<file path="config.mk">
export PLATFORM = sky130hd
export DESIGN_NAME = rolling_hash_substring_search_flat
export DESIGN_NICKNAME = d
export VERILOG_FILES = /design/src/rtl/core/rhss_pkg.sv /design/src/rtl/core/rhss_if.sv /design/src/rtl/core/rhss_cell.sv /design/src/rtl/core/rolling_hash_substring_search.sv /design/src/flat_wrapper.sv
export SDC_FILE = /design/constraint.sdc
export NUM_CORES = 2
export LEC_CHECK = 0
export ABC_CLOCK_PERIOD_IN_PS = 22200
export BUFFER_PORTS_ARGS = -buffer_cell sky130_fd_sc_hd__clkbuf_2
export CORE_ASPECT_RATIO = 0.7
export CORE_MARGIN = 3
export CORE_UTILIZATION = 35
export CTS_BUF_LIST = sky130_fd_sc_hd__clkbuf_16
export DETAILED_ROUTE_END_ITERATION = 10
export PLACE_DENSITY = 0.47
export REMOVE_ABC_BUFFERS = 1
export SLEW_MARGIN = 20
export SYNTH_ARGS = -nofsm -noshare
export SYNTH_HDL_FRONTEND = slang
export SYNTH_SLANG_ARGS = --single-unit
</file>
<file path="constraint.sdc">
create_clock -name clk -period 22.2 [get_ports clk]
set_input_delay 0 -clock clk [delete_from_list [all_inputs] [get_ports clk]]
set_output_delay 0 -clock clk [all_outputs]
set_load 0.01 [all_outputs]
</file>
<file path="src/rtl/core/rhss_pkg.sv">
package rhss_pkg;

  localparam int MAX_PATTERN_DEF = 16;
  localparam int INDEX_BITS_DEF  = 16;
  localparam int HASH_BITS_DEF   = 32;

  localparam int DIGIT_SHIFT = 7;
  localparam logic [7:0] DIGIT_ZERO = 8'd48;

  localparam int PLEN_W  = 5;
  localparam int CFG_W   = 64;
  localparam int CFG_IDX_W = 2;
  localparam int START_W = 16;

  localparam logic [CFG_IDX_W-1:0] REG_PATTERN_LEN  = 2'd0;
  localparam logic [CFG_IDX_W-1:0] REG_PATTERN_LOW  = 2'd1;
  localparam logic [CFG_IDX_W-1:0] REG_PATTERN_HIGH = 2'd2;

  typedef struct packed {
    logic shift;
    logic win_act;
    logic pat_act;
  } cell_ctl_t;

  function automatic logic [7:0] pat_char(input logic [CFG_W-1:0] low,
                                          input logic [CFG_W-1:0] high,
                                          input logic [3:0] idx);
    logic [CFG_W-1:0] w;
    w = idx[3] ? high : low;
    w = w >> {idx[2:0], 3'b000};
    return w[7:0];
  endfunction

endpackage

</file>
<file path="src/rtl/core/rhss_if.sv">
interface rhss_in_if;
  logic       valid;
  logic       ready;
  logic [7:0] text_char;
  logic       last_char;

  modport source (output valid, output text_char, output last_char, input ready);
  modport sink   (input valid, input text_char, input last_char, output ready);
endinterface

interface rhss_out_if;
  logic        valid;
  logic        ready;
  logic        window_match;
  logic [15:0] match_start;
  logic        any_found;
  logic        text_done;

  modport source (output valid, output window_match, output match_start,
                  output any_found, output text_done, input ready);
  modport sink   (input valid, input window_match, input match_start,
                  input any_found, input text_done, output ready);
endinterface

</file>
<file path="src/rtl/core/rhss_cell.sv">
module rhss_cell
  import rhss_pkg::*;
#(
  parameter int K         = 0,
  parameter int HASH_BITS = HASH_BITS_DEF
) (
  input  logic                 clk,
  input  logic                 rst_n,
  input  cell_ctl_t            ctl,
  input  logic [7:0]           din,
  input  logic [7:0]           pat_ch,
  output logic [7:0]           dout,
  output logic                 eq,
  output logic [HASH_BITS-1:0] win_term,
  output logic [HASH_BITS-1:0] pat_term
);

  logic [7:0]           byte_r;
  logic [7:0]           byte_nxt;
  logic [HASH_BITS-1:0] win_d;
  logic [HASH_BITS-1:0] pat_d;

  assign byte_nxt = ctl.shift ? din : byte_r;

  always_ff @(posedge clk) begin
    if (!rst_n) begin
      byte_r <= '0;
    end else begin
      byte_r <= byte_nxt;
    end
  end

  assign dout  = byte_r;
  assign eq    = !ctl.pat_act || (byte_r == pat_ch);
  assign win_d = HASH_BITS'(byte_r) - HASH_BITS'(DIGIT_ZERO);
  assign pat_d = HASH_BITS'(pat_ch) - HASH_BITS'(DIGIT_ZERO);

  // digit weight 128^K, wraps to zero once past the hash width
  assign win_term = ctl.win_act ? (win_d << (DIGIT_SHIFT * K)) : '0;
  assign pat_term = ctl.pat_act ? (pat_d << (DIGIT_SHIFT * K)) : '0;

endmodule

</file>
<file path="src/rtl/core/rolling_hash_substring_search.sv">
// Result path: window cells, then output register, between input beat and result beat.
// Throughput: one text byte per cycle; the cell row shifts once per accepted beat.
// Backpressure on the result side stalls the whole row; input ready follows it.
// Reset (sync, active low) clears window, counters and flags and sets
// pattern_len to 1 with an all-zero pattern; the pattern hash register reloads every clock.
module rolling_hash_substring_search
  import rhss_pkg::*;
#(
  parameter int MAX_PATTERN = MAX_PATTERN_DEF,
  parameter int INDEX_BITS  = INDEX_BITS_DEF,
  parameter int HASH_BITS   = HASH_BITS_DEF
) (
  input  logic                 clk,
  input  logic                 rst_n,
  input  logic                 cfg_we,
  input  logic [CFG_IDX_W-1:0] cfg_index,
  input  logic [CFG_W-1:0]     cfg_data,
  rhss_in_if.sink              in_ch,
  rhss_out_if.source           out_ch
);

  localparam int SX_W = INDEX_BITS + START_W;

  logic [PLEN_W-1:0]     plen_r;
  logic [CFG_W-1:0]      plow_r;
  logic [CFG_W-1:0]      phigh_r;
  logic [HASH_BITS-1:0]  phash_r;
  logic [HASH_BITS-1:0]  phash_nxt;

  logic [INDEX_BITS-1:0] cnt_r;
  logic [INDEX_BITS-1:0] cnt_nxt;
  logic                  last_seen_r;
  logic                  s1_valid_r;
  logic [INDEX_BITS-1:0] s1_idx_r;
  logic [INDEX_BITS-1:0] idx_use;
  logic                  s1_last_r;
  logic                  found_r;

  logic                  out_valid_r;
  logic                  out_match_r;
  logic [START_W-1:0]    out_start_r;
  logic                  out_found_r;
  logic                  out_done_r;

  logic                  advance;
  logic                  in_acc;
  logic [PLEN_W-1:0]     eff_len;
  logic [3:0]            len_m1;
  logic                  len_ok;
  logic                  hash_eq;
  logic                  bytes_eq;
  logic                  match;
  logic [INDEX_BITS-1:0] start_idx;
  logic [SX_W-1:0]       start_ext;
  logic [HASH_BITS-1:0]  win_sum;

  cell_ctl_t             ctl      [MAX_PATTERN];
  logic [7:0]            cell_in  [MAX_PATTERN];
  logic [7:0]            cell_out [MAX_PATTERN];
  logic [7:0]            pal      [MAX_PATTERN];
  logic                  cell_eq  [MAX_PATTERN];
  logic [HASH_BITS-1:0]  wterm    [MAX_PATTERN];
  logic [HASH_BITS-1:0]  pterm    [MAX_PATTERN];

  // configuration
  always_ff @(posedge clk) begin
    if (!rst_n) begin
      plen_r  <= PLEN_W'(1);
      plow_r  <= '0;
      phigh_r <= '0;
    end else if (cfg_we) begin
      case (cfg_index)
        REG_PATTERN_LEN:  plen_r  <= cfg_data[PLEN_W-1:0];
        REG_PATTERN_LOW:  plow_r  <= cfg_data;
        REG_PATTERN_HIGH: phigh_r <= cfg_data;
        default: ;
      endcase
    end
  end

  always_comb begin
    if (plen_r == '0) begin
      eff_len = PLEN_W'(1);
    end else if (plen_r > PLEN_W'(MAX_PATTERN)) begin
      eff_len = PLEN_W'(MAX_PATTERN);
    end else begin
      eff_len = plen_r;
    end
  end

  assign len_m1 = 4'(eff_len - PLEN_W'(1));

  // handshake
  assign advance      = !out_valid_r || out_ch.ready;
  assign in_ch.ready  = advance;
  assign in_acc       = in_ch.valid && advance;

  assign idx_use = last_seen_r ? '0 : cnt_r;
  assign cnt_nxt = (idx_use == '1) ? idx_use : idx_use + INDEX_BITS'(1);

  // cell row
  genvar k;
  generate
    for (k = 0; k < MAX_PATTERN; k++) begin : g_cell
      if (k == 0) begin : g_head
        assign cell_in[k] = in_ch.text_char;
      end else begin : g_link
        assign cell_in[k] = cell_out[k-1];
      end

      always_comb begin
        ctl[k].shift   = in_acc;
        ctl[k].pat_act = PLEN_W'(k) < eff_len;
        ctl[k].win_act = ctl[k].pat_act && (s1_idx_r >= INDEX_BITS'(k));
        pal[k] = pat_char(plow_r, phigh_r, 4'(len_m1 - 4'(k)));
      end

      rhss_cell #(
        .K         (k),
        .HASH_BITS (HASH_BITS)
      ) u_cell (
        .clk      (clk),
        .rst_n    (rst_n),
        .ctl      (ctl[k]),
        .din      (cell_in[k]),
        .pat_ch   (pal[k]),
        .dout     (cell_out[k]),
        .eq       (cell_eq[k]),
        .win_term (wterm[k]),
        .pat_term (pterm[k])
      );
    end
  endgenerate

  always_comb begin
    win_sum   = '0;
    phash_nxt = '0;
    bytes_eq  = 1'b1;
    for (int i = 0; i < MAX_PATTERN; i++) begin
      win_sum   = win_sum + wterm[i];
      phash_nxt = phash_nxt + pterm[i];
      bytes_eq  = bytes_eq && cell_eq[i];
    end
  end

  always_ff @(posedge clk) begin
    phash_r <= phash_nxt;
  end

  assign len_ok    = s1_idx_r >= INDEX_BITS'(len_m1);
  assign hash_eq   = win_sum == phash_r;
  assign match     = s1_valid_r && len_ok && hash_eq && bytes_eq;
  assign start_idx = match ? (s1_idx_r - INDEX_BITS'(len_m1)) : '0;
  assign start_ext = SX_W'(start_idx);

  // stream state and pipeline control
  always_ff @(posedge clk) begin
    if (!rst_n) begin
      cnt_r       <= '0;
      last_seen_r <= 1'b0;
      s1_valid_r  <= 1'b0;
      s1_idx_r    <= '0;
      s1_last_r   <= 1'b0;
      found_r     <= 1'b0;
      out_valid_r <= 1'b0;
    end else begin
      if (in_acc) begin
        cnt_r       <= cnt_nxt;
        last_seen_r <= in_ch.last_char;
        s1_idx_r    <= idx_use;
        s1_last_r   <= in_ch.last_char;
      end
      if (advance) begin
        s1_valid_r  <= in_acc;
        out_valid_r <= s1_valid_r;
        if (s1_valid_r) begin
          found_r <= s1_last_r ? 1'b0 : (found_r || match);
        end
      end
    end
  end

  always_ff @(posedge clk) begin
    if (advance && s1_valid_r) begin
      out_match_r <= match;
      out_start_r <= start_ext[START_W-1:0];
      out_found_r <= found_r || match;
      out_done_r  <= s1_last_r;
    end
  end

  assign out_ch.valid        = out_valid_r;
  assign out_ch.window_match = out_match_r;
  assign out_ch.match_start  = out_start_r;
  assign out_ch.any_found    = out_found_r;
  assign out_ch.text_done    = out_done_r;

  a_match_found: assert property (@(posedge clk) disable iff (!rst_n)
    out_valid_r && out_match_r |-> out_found_r)
    else $error("match reported without sticky flag");

  a_match_len: assert property (@(posedge clk) disable iff (!rst_n)
    match |-> len_ok && bytes_eq)
    else $error("match on a short or unequal window");

  a_text_restart: assert property (@(posedge clk) disable iff (!rst_n)
    in_acc && last_seen_r |=> s1_idx_r == '0)
    else $error("new text did not restart at index zero");

  a_stall_hold: assert property (@(posedge clk) disable iff (!rst_n)
    !advance |=> $stable(s1_idx_r) && $stable(s1_valid_r) && $stable(cell_out[0]))
    else $error("window moved during output stall");

  a_found_clear: assert property (@(posedge clk) disable iff (!rst_n)
    advance && s1_valid_r && s1_last_r |=> !found_r)
    else $error("sticky flag survived end of text");

endmodule
</file>
<file path="src/flat_wrapper.sv">
// flat-port wrapper written by rule: the top's interface ports become plain ports
module rolling_hash_substring_search_flat import rhss_pkg::*;
#(
  parameter int MAX_PATTERN = MAX_PATTERN_DEF,
  parameter int INDEX_BITS  = INDEX_BITS_DEF,
  parameter int HASH_BITS   = HASH_BITS_DEF
)
  (clk, rst_n, cfg_we, cfg_index, cfg_data, in_ch_valid, in_ch_text_char, in_ch_last_char, in_ch_ready, out_ch_valid, out_ch_window_match, out_ch_match_start, out_ch_any_found, out_ch_text_done, out_ch_ready);
  rhss_in_if in_ch_i ();
  rhss_out_if out_ch_i ();
  input  logic clk;
  input  logic rst_n;
  input  logic cfg_we;
  input  logic [CFG_IDX_W-1:0] cfg_index;
  input  logic [CFG_W-1:0] cfg_data;
  input wire logic [$bits(in_ch_i.valid)-1:0] in_ch_valid;
  input wire logic [$bits(in_ch_i.text_char)-1:0] in_ch_text_char;
  input wire logic [$bits(in_ch_i.last_char)-1:0] in_ch_last_char;
  output wire logic [$bits(in_ch_i.ready)-1:0] in_ch_ready;
  output wire logic [$bits(out_ch_i.valid)-1:0] out_ch_valid;
  output wire logic [$bits(out_ch_i.window_match)-1:0] out_ch_window_match;
  output wire logic [$bits(out_ch_i.match_start)-1:0] out_ch_match_start;
  output wire logic [$bits(out_ch_i.any_found)-1:0] out_ch_any_found;
  output wire logic [$bits(out_ch_i.text_done)-1:0] out_ch_text_done;
  input wire logic [$bits(out_ch_i.ready)-1:0] out_ch_ready;
  assign in_ch_i.valid = in_ch_valid;
  assign in_ch_i.text_char = in_ch_text_char;
  assign in_ch_i.last_char = in_ch_last_char;
  assign in_ch_ready = in_ch_i.ready;
  assign out_ch_valid = out_ch_i.valid;
  assign out_ch_window_match = out_ch_i.window_match;
  assign out_ch_match_start = out_ch_i.match_start;
  assign out_ch_any_found = out_ch_i.any_found;
  assign out_ch_text_done = out_ch_i.text_done;
  assign out_ch_i.ready = out_ch_ready;
  rolling_hash_substring_search #(.MAX_PATTERN(MAX_PATTERN), .INDEX_BITS(INDEX_BITS), .HASH_BITS(HASH_BITS)) u_core (.clk(clk), .rst_n(rst_n), .cfg_we(cfg_we), .cfg_index(cfg_index), .cfg_data(cfg_data), .in_ch(in_ch_i), .out_ch(out_ch_i));
endmodule
</file>
# Yosys cells after proc, flatten, opt, wreduce, memory -nomap -nowiden
# Cells that the tools add are included.
totals:
  regBits: 348
  input_bits: 80
  out_inout_bits: 21
  elab_cells: 222
op_classes:
  n_addsub: 36
  magnitude_cmp: 23
  n_eq_ne: 20
  n_shift: 16
  mux: 31
  reduce_logical: 66
ops:
  columns: ["cell", "count"]
  rows:
  - ["$mux W64", 16]
  - ["$shr A64 B6 Y8", 16]
  - ["$mux W32", 10]
  - ["$add A32 B32 Y32", 8]
  - ["$eq A8 B8 Y1", 16]
  - ["$sub A8 B6 Y9 const B", 8]
  - ["$lt A4 B5 Y1 const A", 8]
  - ["$eq A32 B32 Y1", 1]
  - ["$ge A16 B1 Y1 const B", 2]
  - ["$ge A16 B2 Y1 const B", 2]
  - ["$mux W16", 2]
  - ["$sub A4 B4 Y4 const B", 8]
  - ["$logic_and A1 B1 Y1", 25]
  - ["$lt A3 B5 Y1 const A", 4]
  - ["$logic_or A1 B1 Y1", 18]
  - ["$logic_not A1 Y1", 17]
  - ["$add A16 B1 Y16 const B", 1]
  - ["$eq A16 B16 Y1 const B", 1]
  - ["$ge A16 B3 Y1 const B", 1]
  - ["$ge A16 B4 Y1", 1]
  - ["$sub A16 B4 Y16", 1]
  - ["$sub A4 B1 Y4 const B", 4]
  - ["$sub A4 B3 Y4 const B", 4]
  - ["$lt A1 B5 Y1 const A", 2]
  - ["10 further kinds", 16]

# Longest topological paths before layout
depth:
  ltp_word: 27
  mapped_depth: 44

# Hierarchy
# A second synthesis with hierarchy kept.
hier_totals:
  cells_unflattened: 8751
  hier_area_um2: 66837.9
by_module_without_submodules:
  columns: ["mod", "instances", "cells_each", "area_per_inst_um2"]
  rows:
  - ["rolling_hash_substring_search", 1, 7104, 52681.8]
  - ["rhss_cell at u_core.g_cell[10].u_cell ...", 11, 101, 873.3]
  - ["rhss_cell at u_core.g_cell[1].u_cell ...", 3, 109, 922.1]
  - ["rhss_cell at u_core.g_cell[0].u_cell", 1, 108, 918.4]
  - ["rhss_cell at u_core.g_cell[4].u_cell", 1, 101, 864.6]

# Least setup slack after synthesis
# No wires, ideal clock.
synth_path:
  kind: "register -> register"
  startpoint: "register u_core.plen_r[1]"
  endpoint: "register u_core.phash_r[31]"
  setup_time_ns: 0.121
  t_arrival_ns: 11.457
  path_slack_ns: 10.622
  path_stages_with_launch: 42
  n_path_buf: 12
  period_less_slack_ns: 11.578
  path_cell_list: "dfxtp_1 > buf_2 > or4_1 > buf_2 > nand2_4 > buf_4 > buf_2 > buf_2 > buf_2 > ha_1 > buf_2 > inv_1 > buf_1 > clkbuf_1 > clkbuf_1 > ha_1 > inv_1 > nor3_1 > [... 6 more ...] > nand2_1 > ha_1 > nor4_1 > inv_1 > fa_1 > inv_1 > ha_1 > ha_1 > ha_1 > and3_1 > a211o_1 > nand2_1 > o211ai_1 > a31oi_1 > nor2b_1 > o21a_1 > o41a_1 > xnor2_1"
synth_via:
  elab_chain_len: 13
  elab_cells_between_ends: 38
  classes_between: "14 x add/sub; 6 x order compare; 5 x shift; 12 x mux; 1 x reduce/logical"
synth_rtl:
  columns: ["element", "line_no", "rtl"]
  rows:
  - ["start, declared", "rolling_hash_substring_search.sv:24", "logic [PLEN_W-1:0] plen_r;"]
  - ["start signal, assigned", "rolling_hash_substring_search.sv:73", "REG_PATTERN_LEN: plen_r <= cfg_data[PLEN_W-1:0];"]
  - ["$gt A5 B5 Y1", "rolling_hash_substring_search.sv:84", "end else if (plen_r > PLEN_W'(MAX_PATTERN)) begin"]
  - ["$mux W5", "rolling_hash_substring_search.sv:84", null]
  - ["$mux W5 *", "rolling_hash_substring_search.sv:82", "if (plen_r == '0) begin"]
  - ["$sub A4 B1 Y4", "rolling_hash_substring_search.sv:91", "assign len_m1 = 4'(eff_len - PLEN_W'(1));"]
  - ["$sub A4 B1 Y4", "rolling_hash_substring_search.sv:115", "pal[k] = pat_char(plow_r, phigh_r, 4'(len_m1 - 4'(k)));"]
  - ["$mux W64", "rhss_pkg.sv:29", "w = idx[3] ? high : low;"]
  - ["$shr A64 B6 Y8", "rhss_pkg.sv:30", "w = w >> {idx[2:0], 3'b000};"]
  - ["$sub A8 B6 Y9", "rhss_cell.sv:36", "assign pat_d = HASH_BITS'(pat_ch) - HASH_BITS'(DIGIT_ZERO);"]
  - ["$mux W32", "rhss_cell.sv:40", "assign pat_term = ctl.pat_act ? (pat_d << (DIGIT_SHIFT * K)) : '0;"]
  - ["$add A32 B32 Y32 (3 in a row)", "rolling_hash_substring_search.sv:141", "phash_nxt = phash_nxt + pterm[i];"]
  - ["$add A32 B32 Y32 *", "rolling_hash_substring_search.sv:141", null]
  - ["net u_core.phash_nxt[31]", "rolling_hash_substring_search.sv:28", "logic [HASH_BITS-1:0] phash_nxt;"]
  - ["end signal, assigned", "rolling_hash_substring_search.sv:147", "phash_r <= phash_nxt;"]
  - ["end, declared", "rolling_hash_substring_search.sv:27", "logic [HASH_BITS-1:0] phash_r;"]
# Mark *: on every way through the listed nets, which the timed path passes. The rest lies on a longest branch.
# A chain may end at the register's enable or synchronous reset.

# Worst setup path in the final report
layout_path:
  startpoint: "register u_core.plen_r[4]"
  endpoint: "register u_core.phash_r[31]"
# The elaborated chain is that of the path after synthesis.

==> metrics.yaml <==
postSynthAreaPerCell_sq_um: 7.19
hp-start: "rst_n"
route.vias.total: 48000
cts_root_buf: "clkbuf_16"
synthArstFlopShare_pct: 0
cp_data_required_time_ps: 22720
tns_ps: 0
crit_arrival_ps: 12330
rr_endpoint: "u_core.phash_r[31]$_DFF_P_"
h-tree-depth: 2
cts_resized: 0
r2r.worst_path.cells: 32
dieArea_sq_um: 119000
r2r_start: "u_core.plen_r[4]$_SDFFE_PN0P_"
vias_per_cell: 6.84
ys.flop_type: "dfxtp_1"
postLayoutCellArea_sq_um: 44600
grt_usage_pct: 40.2
fin_nets: 5731
drc: 0
final_cell_mix: "1,166 x nand2_1, 326 x dfxtp_1, 278 x a21boi_0, 258 x buf_4"
syn_inst: 5587
cap_violations: 0
fin_crit_sh_pct: 53.2
clockBufferDepth: 3
final_common_cell: "nand2_1"
synth-edff-count: 19
holdPathStages: 2
ys_warn_count: 0
finalCoreUtilization_pct: 39.3
die-width_um: 411
fin_crit_ps: 11810
synth-xor-area-share_pct: 5.49
grt_pass1_wl_mm: 346
initial_core_util_pct: 35.4
postCtsSetupBuffers: 0
total_leakage_power_uw: 0.0158
setup_ws_ps: 10390
min_to: "u_core.phigh_r[13]$_SDFFE_PN0P_"
dpl_cell_area_sq_um: 42200
hold_class: "in2reg"
rows: 103
yosysSeqAreaShare_pct: 17.8
hpwl_mm: 170
rsz0062_at_grt: "false"
wirelength_mm: 250
startpoint_type: "flip-flop"
antenna_left: 0
hold_viol_final: 0
setup_viol: 0
drive_gt1_share_pct: 11.2
core_sq_um: 113000
synth_top_family_by_area: "compound AO/OA/AOI/OAI gates"
synthAdderAreaFrac_pct: 7.49
cts_sinks: 348
cp.buffers_inverters: 8
p_per_area_nw_per_um2: 62.9
grt_pass1_vias: 43000
numPortBuffers: 100
cp_slowest_cell: "nand2_1"
die_y_um: 289
synth-seq-cells: 348
post-place-ws_ps: 10940
path_clk_slew_ps: 80
hold_buffers: 79
fmax_mhz: 84.7
globalplace.congestion: 1.12
critPathKind: "reg2reg"
status: "finished, final reports clean"
post_synth_mux_area_share_pct: 8.69
report.final.slew_viol_count: 0
ios: 101
antenna_found_initial: 20
yosysUniqueCellTypes: 118
slew_headroom_pct: 15.8
tightest_slew_ps: 1250
wl_per_cell_um: 35.6
clk_latency_ps: 660
cp-end-kind: "flip-flop"
grt_max_degree: 136
peakVddDrop_uv: 52.5
synthSimpleGateAreaFrac_pct: 25.2
cts_buffers: 44
clock_skew_ps: 42.4
synth_compound_area_share_pct: 27.3
area_growth_pct: 11.0
grt.overflow.total: 0
drt_iter0_drc: 8118
cpMostUsedCell: "buf_4"
slowest_delay_ps: 990
crit_family: "compound AO/OA/AOI/OAI gates"
cts_tree: "yes"
synthesis.area_sq_um: 40100
firstDrtPassIters: 10
r2r_setup_slack_ps: 10390
cp_max_fo: 34
## power breakdown
part | leakage, uW | internal [uW] | total (uW) | switching (uW)
clock | 0.000728 | 419 | 762 | 343
combinational | 0.0123 | 451 | 1340 | 884
sequential | 0.00285 | 672 | 704 | 31.7
total | 0.0158 | 1540 | 2800 | 1260
## cell type report
| cell class | instances | area, sq um |
|---|---|---|
| clock buffers | 45 | 1130 |
| multi-input cells | 4487 | 30200 |
| flip-flops and latches | 348 | 7160 |
| well taps | 1522 | 1900 |
| diodes | 8 | 20.0 |
| repair buffers | 442 | 3340 |
| inverters | 128 | 487 |
| clock inverters | 35 | 314 |
| fillers | 11900 | 68700 |
## flip-flops by register name, indices dropped and copies added, names as in the netlist
register and count:
u_core.g_cell.u_cell.dout 128, u_core.phigh_r 64, u_core.plow_r 64, u_core.phash_r 32, u_core.cnt_r 16, u_core.out_ch.match_start 16
u_core.s1_idx_r 16, u_core.plen_r 5, u_core.found_r 1, u_core.last_seen_r 1, u_core.out_ch.any_found 1, u_core.out_ch.text_done 1
u_core.out_ch.valid 1, u_core.out_ch.window_match 1, u_core.s1_valid_r 1
## kinds of logic (layout without fill, tap and decap cells)
| family | after synthesis | count (layout) |
|---|---|---|
| AO/OA/AOI/OAI | 1561 | 1561 |
| multiplexers | 307 | 307 |
| AND/OR/NAND/NOR | 2174 | 2174 |
| other | 0 | 8 |
| flip-flops | 348 | 348 |
| adder cells (fa/ha/maj) | 203 | 203 |
| XOR/XNOR | 242 | 242 |
| buffers and inverters | 752 | 650 |
## per-layer routing
metal	vias up	GRT usage, %	wire (um)
met2	4006	52.0	90300
li1	20000	-	-
met4	18	19.9	15700
met5	-	0.0401	161
met1	23000	53.9	102000
met3	923	20.2	41900
## cell usage after synthesis, drive strengths merged (35+ instances only)
master | count | area share, %
nor3 | 109 | 1.4
a211oi | 122 | 2.3
and3 | 95 | 1.5
and2 | 36 | 0.56
a221oi | 54 | 1.2
o211ai | 69 | 1.3
xor2 | 89 | 1.9
ha | 137 | 4.3
o21ai | 256 | 3.2
nand2 | 1172 | 11
a21boi | 278 | 5.2
inv | 123 | 1.2
nor2 | 208 | 2.0
a22oi | 53 | 0.99
xnor2 | 151 | 3.4
mux2i | 241 | 6.0
nand3 | 195 | 2.4
nor2b | 35 | 0.55
fa | 63 | 3.1
dfxtp | 329 | 16
nand4 | 91 | 1.4
a31oi | 75 | 1.2
clkbuf | 402 | 3.8
a32oi | 79 | 1.7
buf | 222 | 3.0
o22ai | 58 | 0.90
mux2 | 37 | 1.0
a21oi | 220 | 2.8
nor4 | 91 | 1.7
## worst register-to-register path, delay by kind of cell (launching register included)
kind	cells	cell delay, ps
AO/OA/AOI/OAI	9	3420
AND/OR/NAND/NOR	8	2960
buffers and inverters	8	2740
adder cells (fa/ha/maj)	5	1780
flip-flops	1	560
XOR/XNOR	1	130
multiplexers	1	90
## through the flow
step	instances	total power (uW)	hold WS (ps)
after global routing	7007	2900	153
after global placement	6847	1980	245
final	7015	2800	83.5
after detailed placement	6847	1970	248
after CTS	7006	2750	103
after floorplan	4963	1500	88.9
## worst max path at each step
stage,start,to,slack [ps],cells past startpoint
6_report,u_core.plen_r[4]$_SDFFE_PN0P_,u_core.phash_r[31]$_DFF_P_,10390,32
5_1_grt,u_core.plen_r[4]$_SDFFE_PN0P_,u_core.phash_r[30]$_DFF_P_,10050,34
4_1_cts,u_core.plen_r[4]$_SDFFE_PN0P_,u_core.phash_r[30]$_DFF_P_,10850,34
3_5_place_dp,u_core.plen_r[4]$_SDFFE_PN0P_,u_core.phash_r[30]$_DFF_P_,10940,34
3_3_place_gp,u_core.plen_r[4]$_SDFFE_PN0P_,u_core.phash_r[30]$_DFF_P_,11000,34
2_1_floorplan,u_core.plen_r[4]$_SDFFE_PN0P_,u_core.phash_r[31]$_DFF_P_,5190,24
No activity file was read; power rests on OpenSTA's default activity.
